--- src/hw/rtl/assert_macros.svh ---
// ----------------------------------------------------------------------------
// Assertion macros
// Shared concurrent assertion forms for the conditioner RTL.
// ----------------------------------------------------------------------------
`ifndef ASSERT_MACROS_SVH
`define ASSERT_MACROS_SVH

// check a property on every clock edge outside reset
`define LCWC_ASSERT(lbl, clk, rst_n, prop) \
  lbl: assert property (@(posedge clk) disable iff (!rst_n) (prop)) \
    else $error("lcwc assertion failed");

// check that a condition is followed by another in the next cycle
`define LCWC_ASSERT_NEXT(lbl, clk, rst_n, ante, cons) \
  lbl: assert property (@(posedge clk) disable iff (!rst_n) (ante) |=> (cons)) \
    else $error("lcwc assertion failed");

`endif

--- src/hw/rtl/lcwc_pkg.sv ---
// ----------------------------------------------------------------------------
// Load cell conditioner package
// Types, register indexes, the smoothing table and saturation helper.
// ----------------------------------------------------------------------------
package lcwc_pkg;

  localparam int WeightFracBitsDef = 16;
  localparam int CfgIdxW = 3;
  localparam int CfgDataW = 24;

  localparam logic [CfgIdxW-1:0] CfgZeroRaw    = 3'd0;
  localparam logic [CfgIdxW-1:0] CfgTwentyRaw  = 3'd1;
  localparam logic [CfgIdxW-1:0] CfgFiftyRaw   = 3'd2;
  localparam logic [CfgIdxW-1:0] CfgHundredRaw = 3'd3;
  localparam logic [CfgIdxW-1:0] CfgPiecewise  = 3'd4;
  localparam logic [CfgIdxW-1:0] CfgDivisor    = 3'd5;
  localparam logic [CfgIdxW-1:0] CfgTareRaw    = 3'd6;
  localparam logic [CfgIdxW-1:0] CfgSmoothing  = 3'd7;

  typedef enum logic [3:0] {
    ST_IDLE,
    ST_SEL,
    ST_SETUP,
    ST_LOAD,
    ST_DIVIDE,
    ST_FINISH,
    ST_NET,
    ST_MULT,
    ST_EMA,
    ST_CMP,
    ST_EMIT
  } state_e;

  function automatic logic [16:0] alpha_q16(input logic [7:0] code);
    case (code)
      8'd2:    alpha_q16 = 17'd32768;
      8'd4:    alpha_q16 = 17'd16384;
      8'd6:    alpha_q16 = 17'd10945;
      8'd8:    alpha_q16 = 17'd8192;
      8'd16:   alpha_q16 = 17'd4096;
      8'd32:   alpha_q16 = 17'd2032;
      8'd64:   alpha_q16 = 17'd983;
      8'd128:  alpha_q16 = 17'd511;
      default: alpha_q16 = 17'd4096;
    endcase
  endfunction

  function automatic logic signed [31:0] sat32(input logic signed [63:0] v);
    if (v > 64'sd2147483647) begin
      sat32 = 32'sh7fffffff;
    end else if (v < -64'sd2147483648) begin
      sat32 = 32'sh80000000;
    end else begin
      sat32 = v[31:0];
    end
  endfunction

endpackage

--- src/hw/rtl/load_cell_weight_conditioner.sv ---
// Flow: each sample runs the bit-serial divider for the sample and then for the tare; the first
//   sample after reset or a register write skips the smoothing steps and is always emitted.
// Samples: a new one is taken only in idle, after the last is finished; a stalled result blocks
//   the next one.
// Reset: registers take their calibration defaults, filter restarts.
// ----------------------------------------------------------------------------
// Load cell weight conditioner
// Calibrated conversion to grams, tare, EMA smoothing and change gating.
// ----------------------------------------------------------------------------
`include "assert_macros.svh"

module load_cell_weight_conditioner #(
  parameter int WEIGHT_FRAC_BITS = lcwc_pkg::WeightFracBitsDef
) (
  input  logic                          clk_i,
  input  logic                          rst_ni,
  input  logic                          in_valid_i,
  output logic                          in_stall_o,
  input  logic signed [23:0]            raw_sample_i,
  output logic                          out_valid_o,
  input  logic                          out_stall_i,
  output logic signed [31:0]            shown_weight_o,
  input  logic                          cfg_we_i,
  input  logic [lcwc_pkg::CfgIdxW-1:0]  cfg_idx_i,
  input  logic [lcwc_pkg::CfgDataW-1:0] cfg_data_i
);
  import lcwc_pkg::*;

  localparam int F = WEIGHT_FRAC_BITS;
  localparam int DW = 32 + F;
  localparam int RW = DW + 2;
  localparam logic [32:0] Thresh = 33'(((1 << F) + 5) / 10);

  state_e state_q, state_d;

  logic signed [23:0] c0_q, c20_q, c50_q, c100_q, tare_q, raw_q;
  logic               pw_q;
  logic [23:0]        lin_q;
  logic [7:0]         smset_q;
  logic               first_q, pass_q;

  logic signed [23:0] x;
  logic signed [25:0] d0, v, t20, t50;
  logic               pol;
  logic signed [24:0] diff_q;
  logic signed [25:0] den_q;
  logic [5:0]         base_q, span_q;
  logic signed [32:0] pnum;
  logic [31:0]        pmag_q;
  logic [24:0]        ud_q;
  logic               neg_q, zero_q;
  logic               div_start;
  logic [DW-1:0]      dividend, quot;
  logic               div_done;
  logic signed [RW-1:0] qw, sres;
  logic signed [31:0] gs_q, gt_q, smooth_q, last_q, out_q;
  logic signed [32:0] delta_q, gap_full;
  logic signed [49:0] prod_q;
  logic [49:0]        pmag50;
  logic [33:0]        rstep;
  logic signed [34:0] step, ssum;
  logic [32:0]        gap;
  logic               out_valid_q;

  lcwc_div #(.DIV_W(DW), .DEN_W(25)) u_div (
    .clk_i,
    .rst_ni,
    .start_i    (div_start),
    .dividend_i (dividend),
    .divisor_i  (ud_q),
    .done_o     (div_done),
    .quot_o     (quot)
  );

  always_comb begin
    x   = pass_q ? tare_q : raw_q;
    pol = c20_q > c0_q;
    d0  = 26'(x) - 26'(c0_q);
    v   = pol ? d0 : -d0;
    t20 = pol ? 26'(c20_q) - 26'(c0_q) : 26'(c0_q) - 26'(c20_q);
    t50 = pol ? 26'(c50_q) - 26'(c0_q) : 26'(c0_q) - 26'(c50_q);
    pnum = $signed({{8{diff_q[24]}}, diff_q}) * $signed({27'b0, span_q});
    dividend = (DW'(pmag_q) << F) + DW'(ud_q >> 1);
    qw   = zero_q ? '0 : $signed({2'b00, quot});
    sres = $signed(RW'(base_q) << F) + (neg_q ? -qw : qw);
    pmag50 = prod_q[49] ? 50'(-prod_q) : 50'(prod_q);
    rstep  = 34'((pmag50 + 50'd32768) >> 16);
    step   = prod_q[49] ? -$signed({1'b0, rstep}) : $signed({1'b0, rstep});
    ssum   = 35'(smooth_q) + step;
    gap_full = 33'(smooth_q) - 33'(last_q);
    gap      = gap_full[32] ? 33'(-gap_full) : 33'(gap_full);
  end

  always_comb begin
    state_d   = state_q;
    div_start = 1'b0;
    case (state_q)
      ST_IDLE:   if (in_valid_i) state_d = ST_SEL;
      ST_SEL:    state_d = ST_SETUP;
      ST_SETUP:  state_d = ST_LOAD;
      ST_LOAD: begin
        div_start = 1'b1;
        state_d   = ST_DIVIDE;
      end
      ST_DIVIDE: if (div_done) state_d = ST_FINISH;
      ST_FINISH: state_d = pass_q ? ST_NET : ST_SEL;
      ST_NET:    state_d = first_q ? ST_EMIT : ST_MULT;
      ST_MULT:   state_d = ST_EMA;
      ST_EMA:    state_d = ST_CMP;
      ST_CMP:    state_d = (gap >= Thresh) ? ST_EMIT : ST_IDLE;
      ST_EMIT:   if (!out_valid_q || !out_stall_i) state_d = ST_IDLE;
      default:   state_d = ST_IDLE;
    endcase
  end

  assign in_stall_o = state_q != ST_IDLE;

  always_ff @(posedge clk_i or negedge rst_ni) begin
    if (!rst_ni) begin
      state_q     <= ST_IDLE;
      c0_q        <= '0;
      c20_q       <= 24'sd200000;
      c50_q       <= 24'sd500000;
      c100_q      <= 24'sd1000000;
      pw_q        <= 1'b0;
      lin_q       <= 24'd10000;
      tare_q      <= '0;
      smset_q     <= 8'd2;
      first_q     <= 1'b1;
      pass_q      <= 1'b0;
      smooth_q    <= '0;
      last_q      <= '0;
      out_valid_q <= 1'b0;
    end else begin
      state_q <= state_d;
      if (cfg_we_i) begin
        first_q <= 1'b1;
        case (cfg_idx_i)
          CfgZeroRaw:    c0_q    <= $signed(cfg_data_i);
          CfgTwentyRaw:  c20_q   <= $signed(cfg_data_i);
          CfgFiftyRaw:   c50_q   <= $signed(cfg_data_i);
          CfgHundredRaw: c100_q  <= $signed(cfg_data_i);
          CfgPiecewise:  pw_q    <= cfg_data_i[0];
          CfgDivisor:    lin_q   <= cfg_data_i;
          CfgTareRaw:    tare_q  <= $signed(cfg_data_i);
          CfgSmoothing:  smset_q <= cfg_data_i[7:0];
          default: ;
        endcase
      end
      if (state_q == ST_IDLE) pass_q <= 1'b0;
      if (state_q == ST_FINISH) pass_q <= 1'b1;
      if (state_q == ST_NET && first_q) begin
        smooth_q <= sat32(64'(gs_q) - 64'(gt_q));
        first_q  <= 1'b0;
      end
      if (state_q == ST_EMA) smooth_q <= sat32(64'(ssum));
      if (state_q == ST_EMIT && (!out_valid_q || !out_stall_i)) begin
        out_valid_q <= 1'b1;
        last_q      <= smooth_q;
      end else if (out_valid_q && !out_stall_i) begin
        out_valid_q <= 1'b0;
      end
    end
  end

  always_ff @(posedge clk_i) begin
    if (state_q == ST_IDLE && in_valid_i) raw_q <= raw_sample_i;
    if (state_q == ST_SEL) begin
      if (!pw_q) begin
        diff_q <= 25'(x);
        den_q  <= $signed({2'b00, lin_q});
        base_q <= 6'd0;
        span_q <= 6'd1;
      end else if (v <= t20) begin
        diff_q <= 25'(x) - 25'(c0_q);
        den_q  <= 26'(c20_q) - 26'(c0_q);
        base_q <= 6'd0;
        span_q <= 6'd20;
      end else if (v <= t50) begin
        diff_q <= 25'(x) - 25'(c20_q);
        den_q  <= 26'(c50_q) - 26'(c20_q);
        base_q <= 6'd20;
        span_q <= 6'd30;
      end else begin
        diff_q <= 25'(x) - 25'(c50_q);
        den_q  <= 26'(c100_q) - 26'(c50_q);
        base_q <= 6'd50;
        span_q <= 6'd50;
      end
    end
    if (state_q == ST_SETUP) begin
      pmag_q <= pnum[32] ? 32'(-pnum) : 32'(pnum);
      neg_q  <= pnum[32] ^ den_q[25];
      ud_q   <= den_q[25] ? 25'(-den_q) : 25'(den_q);
      zero_q <= pnum == '0;
    end
    if (state_q == ST_FINISH) begin
      if (pass_q) gt_q <= sat32(64'(sres));
      else        gs_q <= sat32(64'(sres));
    end
    if (state_q == ST_NET) delta_q <= 33'(sat32(64'(gs_q) - 64'(gt_q))) - 33'(smooth_q);
    if (state_q == ST_MULT) prod_q <= 50'(delta_q) * $signed({33'b0, alpha_q16(smset_q)});
    if (state_q == ST_EMIT && (!out_valid_q || !out_stall_i)) out_q <= smooth_q;
  end

  assign out_valid_o    = out_valid_q;
  assign shown_weight_o = out_q;

  `LCWC_ASSERT_NEXT(a_accept_busy, clk_i, rst_ni, in_valid_i && !in_stall_o, in_stall_o)
  `LCWC_ASSERT_NEXT(a_cfg_restart, clk_i, rst_ni, cfg_we_i, first_q)
  `LCWC_ASSERT(a_out_last, clk_i, rst_ni, !out_valid_o || out_q == last_q)
endmodule

--- src/hw/rtl/lcwc_div.sv ---
// ----------------------------------------------------------------------------
// Bit-serial divider
// Restoring unsigned division, one quotient bit per cycle.
// ----------------------------------------------------------------------------
module lcwc_div #(
  parameter int DIV_W = 48,
  parameter int DEN_W = 25
) (
  input  logic             clk_i,
  input  logic             rst_ni,
  input  logic             start_i,
  input  logic [DIV_W-1:0] dividend_i,
  input  logic [DEN_W-1:0] divisor_i,
  output logic             done_o,
  output logic [DIV_W-1:0] quot_o
);
  localparam int CntW = $clog2(DIV_W + 1);

  logic [DEN_W-1:0] rem_q, rem_d;
  logic [DEN_W-1:0] den_q, den_d;
  logic [DIV_W-1:0] quot_q, quot_d;
  logic [CntW-1:0]  cnt_q, cnt_d;
  logic             busy_q, busy_d;
  logic             done_q, done_d;
  logic [DEN_W:0]   trial;
  logic             bit_set;

  always_comb begin
    trial   = {rem_q, quot_q[DIV_W-1]};
    bit_set = trial >= {1'b0, den_q};
    rem_d   = rem_q;
    den_d   = den_q;
    quot_d  = quot_q;
    cnt_d   = cnt_q;
    busy_d  = busy_q;
    done_d  = 1'b0;
    if (start_i) begin
      rem_d  = '0;
      den_d  = divisor_i;
      quot_d = dividend_i;
      cnt_d  = '0;
      busy_d = 1'b1;
    end else if (busy_q) begin
      rem_d  = bit_set ? DEN_W'(trial - {1'b0, den_q}) : trial[DEN_W-1:0];
      quot_d = {quot_q[DIV_W-2:0], bit_set};
      cnt_d  = cnt_q + 1'b1;
      if (cnt_q == CntW'(DIV_W - 1)) begin
        busy_d = 1'b0;
        done_d = 1'b1;
      end
    end
  end

  always_ff @(posedge clk_i or negedge rst_ni) begin
    if (!rst_ni) begin
      busy_q <= 1'b0;
      done_q <= 1'b0;
      cnt_q  <= '0;
    end else begin
      busy_q <= busy_d;
      done_q <= done_d;
      cnt_q  <= cnt_d;
    end
  end

  always_ff @(posedge clk_i) begin
    rem_q  <= rem_d;
    den_q  <= den_d;
    quot_q <= quot_d;
  end

  assign done_o = done_q;
  assign quot_o = quot_q;
endmodule

--- config.mk ---
export PLATFORM = sky130hd
export DESIGN_NAME = load_cell_weight_conditioner
export DESIGN_NICKNAME = d
export VERILOG_FILES = /design/src/hw/rtl/lcwc_pkg.sv /design/src/hw/rtl/load_cell_weight_conditioner.sv /design/src/hw/rtl/lcwc_div.sv
export VERILOG_INCLUDE_DIRS = /design/src /design/src/hw/rtl
export SDC_FILE = /design/constraint.sdc
export NUM_CORES = 2
export LEC_CHECK = 0
export BUFFER_PORTS_ARGS = -buffer_cell sky130_fd_sc_hd__buf_2
export CORE_MARGIN = 2
export CORE_UTILIZATION = 30
export CTS_BUF_LIST = sky130_fd_sc_hd__clkbuf_8
export DETAILED_ROUTE_END_ITERATION = 10
export GPL_TIMING_DRIVEN = 0
export SYNTH_ARGS = -nofsm -noshare
export SYNTH_HDL_FRONTEND = slang
export SYNTH_SLANG_ARGS = --single-unit
--- constraint.sdc ---
create_clock -name clk_i -period 12.8 [get_ports clk_i]
set_input_delay 1.92 -clock clk_i [delete_from_list [all_inputs] [get_ports clk_i]]
set_output_delay 1.92 -clock clk_i [all_outputs]
set_load 0.02 [all_outputs]
# After elaboration in Yosys (flattened, before gate mapping)
# Index checks and enable logic that the tools add are counted.
# word_totals
regBits	655
latch_bits	0
ram_bits	0
romBits	0
inputBits	56
out_inout_bits	34
elab_cells	190
memories	0
# classes
add_sub_neg	26
mul	2
div_mod_pow	0
order_cmp	11
n_eq_ne	28
n_shift	0
n_mux	56
n_bitwise	3
reduce_logical	28
# op_table
op	n
$mux 32	10
$sub 24x24->25	10
$mux 48	3
$mux 26	5
$mux 25	5
$pmux 16 s7	1
$mux 50	2
$sub 32x32->33	3
$le 26x26->1	2
$add 23x50->50	1
$add 50x16->50 const B	1
$gt 50x32->1 const B	1
$lt 50x32->1 const B	1
$mul 33x18->50	1
$neg 48->50	1
$neg 50->50	1
$add 48x24->48	1
$mux 24	2
$pmux 4 s11	1
$add 32x35->35	1
$gt 35x32->1 const B	1
$lt 35x32->1 const B	1
$mux 35	1
$neg 34->35	1
other kinds (48)	97

# Logic depth before layout (Yosys ltp)
# depth
depth_word	10
ltp_mapped	52
ltp_nobuf	47

# Cells and area by module
# From an unflattened synthesis, not the netlist that was laid out.
# unflattened
hier_cells	8372
area_unflattened_um2	74955.6
# by_module_without_submodules
mod	n_inst	cells_each	area_per_inst_um2	seq_area_each_um2
load_cell_weight_conditioner	1	7880	69290.2	15188.3
lcwc_div	1	492	5665.4	2892.8

# Worst setup path after synthesis
# OpenSTA, ideal clock, no wires.
# synth_path
path_type	flip-flop to flip-flop
start	register c0_q[1]
end	register diff_q[24], data pin
setup_ps	169
t_arrival_ps	9706
required_time_ps	12631
path_slack_ps	2925
path_stages_with_launch	50
path_buffers	4
synth_period_minus_slack_ps	9875
cell_sequence	dfrtp_1 > inv_1 > ha_1 > nor2b_1 > o31a_1 > o311ai_0 > a21oi_1 > a32oi_1 > o2111ai_1 > a31oi_1 > o21ai_0 > nand2_1 > clkbuf_1 > buf_1 > o21ai_0 > ha_1 > nor2b_1 > o21a_1 > (+14 left out) > ha_1 > inv_1 > fa_1 > a21o_1 > a21oi_1 > o21bai_1 > a21o_1 > a21oi_1 > o21ai_0 > o41a_1 > a41oi_1 > a2111oi_0 > o31ai_1 > nand2b_1 > a21oi_1 > nand2b_1 > a311oi_1 > o31ai_1
# synth_between
elab_chain_cells	7
word_cells_on_any_way	16
cone_classes	add/sub: 7; order compare: 3; mux: 6
# synth_rtl
item	line_no	source
start, declared	load_cell_weight_conditioner.sv:36	logic signed [23:0] c0_q, c20_q, c50_q, c100_q, tare_q, raw_q;
start signal, assigned	load_cell_weight_conditioner.sv:139	CfgZeroRaw: c0_q <= $signed(cfg_data_i);
$sub 24x24->25	load_cell_weight_conditioner.sv:78, load_cell_weight_conditioner.sv:175	
$neg 25->26	load_cell_weight_conditioner.sv:79	v = pol ? d0 : -d0;
$mux 26	load_cell_weight_conditioner.sv:79	
$le 26x26->1	load_cell_weight_conditioner.sv:179	end else if (v <= t50) begin
$mux 25	load_cell_weight_conditioner.sv:179	
$mux 25 (*)	load_cell_weight_conditioner.sv:174	end else if (v <= t20) begin
$mux 25 (*)	load_cell_weight_conditioner.sv:169	if (!pw_q) begin
end signal, assigned	load_cell_weight_conditioner.sv:170	diff_q <= 25'(x);
end signal, assigned	load_cell_weight_conditioner.sv:175	diff_q <= 25'(x) - 25'(c0_q);
end signal, assigned	load_cell_weight_conditioner.sv:180	diff_q <= 25'(x) - 25'(c20_q);
end, declared	load_cell_weight_conditioner.sv:45	logic signed [24:0] diff_q;
# Every way passes the cells marked *; elsewhere a longest branch is shown, timed or not.
# A chain may end at the register's enable or synchronous reset.

# Worst setup path in the final report
# layout_path
start	register c0_q[1]
end	register diff_q[23], data pin
# The elaborated chain is that of the path after synthesis.

==> summary.txt <==
Timing
  – Fmax: approximately 0.08 GHz
  – RSZ-0062 raised after global routing: false
  – Fin crit share: a little over nine tenths
  – Final setup vio count: 0
  – Layout Skew: 0.0787 ns
  – Setup WS post-layout: approximately 0.48 ns
  – Slew HR: 2.26%
  – Final hold violations: 0
  – Final hold slack: 0.452 ns
  – Slew @ Worst Pin: between 1 and 1.5 ns
  – Final max-slew violation count: 0
  – Post-layout min period: about 12 ns

Layout
  – Area growth syn-to-layout: 10.1%
  – # fillers: approximately 26,000
  – Area of the multi-input gates: about 0.052 sq mm
  – FF+latch area: 0.0181 sq mm
  – Layout Nets: around 10,000
  – Share of layout cells above drive strength 1: 6.60%

Worst setup path
  – Path type of the worst setup path: flop to flop
  – Setup crit start kind: flop
  – Crit. End Element: flop
  – Worst r2r src: c0_q[1]
  – Worst Setup EP: diff_q[23]
  – Worst endpoint required time: between 10 and 15 ns
  – R2R cell count: 46
  – Critical path peak fanout: 19
  – CP max-delay cell: a21oi_1
  – Crit path from: c0_q[1]
  – Flop2flop setup slack: between 0.4 and 0.5 ns
  – CP peak stage delay: between 0.5 and 0.6 ns
  – Reg2reg end: diff_q[23]
  – CP Data Arrival Time: roughly 13 ns
  – Crit path top cell by count: a21oi_1

Logic synthesis
  – Netlist cell types: 110
  – Post-synthesis sequential area ratio: 24.2%
  – Synth top area cells: fa_1 16%, edfxtp_1 16%, ha_1 10%
  – FF+latch count, synth: 648
  – Top cells by count, synth: 1,014 x inv_1, 899 x nand2_1, 613 x fa_1
  – Main synth FF type: edfxtp_1
  – Post-synthesis async set-or-reset flop share: between 30% and 40%
  – Mapped Nets: around 9,700
  – Area leader, netlist: fa_1
  – Mapped Avg Cell Area: between 8 and 9 sq um
  – Share of the synthesized area in the top cell type: around 16%
  – Most common cell in the netlist: inv_1
  – Synthesized area: between 0.07 and 0.08 sq mm
  – YS warnings: 0
  – Number of synthesized flops with an enable pin: around 390
  – Gate Count Post-Synth: 8,441

Clocking
  – Post-CTS Setup Bufs: 0
  – Root buffer cell: clkbuf_8
  – Total CTS buffers: 111
  – Clk_lat worst skew: about 0.87 ns
  – H-tree depth: 3
  – Hold buffers post-CTS: 0
  – CTS sink count: 648
  – CTS clock-pin slew for the worst setup and hold paths: approximately 0.060 ns
  – Clock tree buffer depth: 3
  – CTS tree: built

Routing
  – Antenna Violating Nets Remaining: 0
  – Drt first-iter violations: approximately 5,200
  – Via density: approximately 5.2
  – Final WL: about 240 mm
  – DR WL/cell: 20.2 um
  – Via count: ~63,000
  – Drt pass-1 iters: 6
  – Residual DRC count: 0

Global route
  – Total track usage: 19.0%
  – Pin count of the biggest net entering global routing: 102
  – Vias in the first global route: between 60,000 and 70,000
  – Global route overflow: 0
  – First-pass GRT wire length: roughly 380 mm
  – Initial antenna violation count: 19

Floorplanning
  – Die Width: roughly 500 um
  – Initial core utilization: a little under a third
  – Core area: roughly 0.25 sq mm
  – IO Count: 90
  – DIE AREA: around 0.25 sq mm
  – Die Y: about 500 um
  – # rows: between 150 and 200

Place
  – Hpwl dp: roughly 200 mm
  – Buffers on Ports: 85
  – Pre-CTS setup slack: -1.79 ns
  – Routability Congestion: 0.999

Worst hold path
  – Hold crit path type: flop to flop

Status
  – Status: complete, no violations

Flow run
  – Max_cap viols: 0
[kinds of logic (layout without fill, tap and decap cells)]
family                   Yosys count  after routing  synth area share [%]
flip-flops                       648            648                  24.2
AO/OA/AOI/OAI                   1862           1862                  16.0
buffers and inverters           1363           1676                  6.89
adder cells (fa/ha/maj)         1213           1213                  26.4
AND/OR/NAND/NOR                 2579           2579                  16.8
multiplexers                     193            193                  2.80
XOR/XNOR                         583            583                  6.84
other                              0              8                     0
[repair_timing]
action / in CTS / in global routing
resized for setup: 24 / 24
gates cloned: 0 / 0
pin swaps: 0 / 1
endpoints found under the setup margin: 15 / 9
[cells in the final DEF (no fill, tap or decap), types with 70 or more instances in the layout]
master    count
xnor2_1     402
nor3_1      152
edfxtp_1    391
a21oi_1     446
nand2b_1     83
fa_1        613
mux2i_1      73
and2_1      288
buf_2        98
clkbuf_1    297
o21a_1       79
xor2_1      180
nand3_1     148
inv_1      1028
mux2_2      118
o21ai_0     519
dfrtp_1     204
a211oi_1     81
nor2b_1     100
or3_1        79
a21o_1      144
a31oi_1      70
ha_1        600
nand2_1     898
clkbuf_8    123
nor2_1      482
[final cells by class]
cell class                 instances  area share (%)
tap                             3330            5.06
antenna                            8          0.0243
buffer                           346            1.66
multi-input combinational       6430            62.7
clock buffer                     123            2.06
sequential                       648            22.0
clock inverter                    87            1.02
timing repair buffer             104           0.860
inverter                        1016            4.63
[critical path: cells and delay by family (launching register included)]
family | cells | cell delay (ns)
mux | 1 | 0.39
simple gates | 8 | 1.46
compound gates | 29 | 7.19
flops | 1 | 0.52
buf+inv | 4 | 1.28
xor+xnor | 1 | 0.16
fa+ha+maj | 3 | 1.03
[metrics by stage]
step | area, sq um | setup TNS (ns) | util [%] | instances
CTS | 82300 | 0 | 33.2 | 12100
global route | 82400 | 0 | 33.2 | 12100
floorplan | 74800 | 0 | - | 8441
finish | 82400 | 0 | 33.2 | 12100
detailed placement | 79700 | -11.97 | 32.1 | 11900
global placement | 79400 | -12.56 | 32.0 | 11900
[state kept, by name, summed over array words and instances (netlist names), 8 cells and up]
name	count
u_div.den_q	25
smooth_q	32
c100_q	24
prod_q	50
last_q	32
c50_q	24
u_div.rem_q	25
gs_q	32
tare_q	24
ud_q	25
smset_q	8
diff_q	25
pmag_q	32
den_q	25
shown_weight_o	32
gt_q	32
delta_q	33
u_div.quot_o	48
lin_q	24
c0_q	24
raw_q	24
c20_q	24
[worst min path at each step]
stage            start              to  slack [ns]  depth (start not counted)
2_1_floorplan  ud_q[0]  u_div.den_q[0]        0.40                          0
3_3_place_gp   ud_q[0]  u_div.den_q[0]        0.41                          0
3_5_place_dp   ud_q[0]  u_div.den_q[0]        0.42                          0
4_1_cts        ud_q[0]  u_div.den_q[0]        0.45                          0
5_1_grt        ud_q[0]  u_div.den_q[0]        0.45                          0
6_report       ud_q[0]  u_div.den_q[0]        0.45                          0
[metal layers]
| metal | GRT usage [%] | wire length [um] | share of wire, % |
|---|---|---|---|
| met1 | 25.3 | 107000 | 44 |
| met2 | 31.4 | 112000 | 46 |
| met3 | 2.55 | 14600 | 6.0 |
| met4 | 7.22 | 10300 | 4.2 |
| met5 | 0 | 58 | 0.024 |
Power is left out: the tool's default activity adds up to more than one toggle a clock period on the data nets, which glitch-free logic cannot reach.
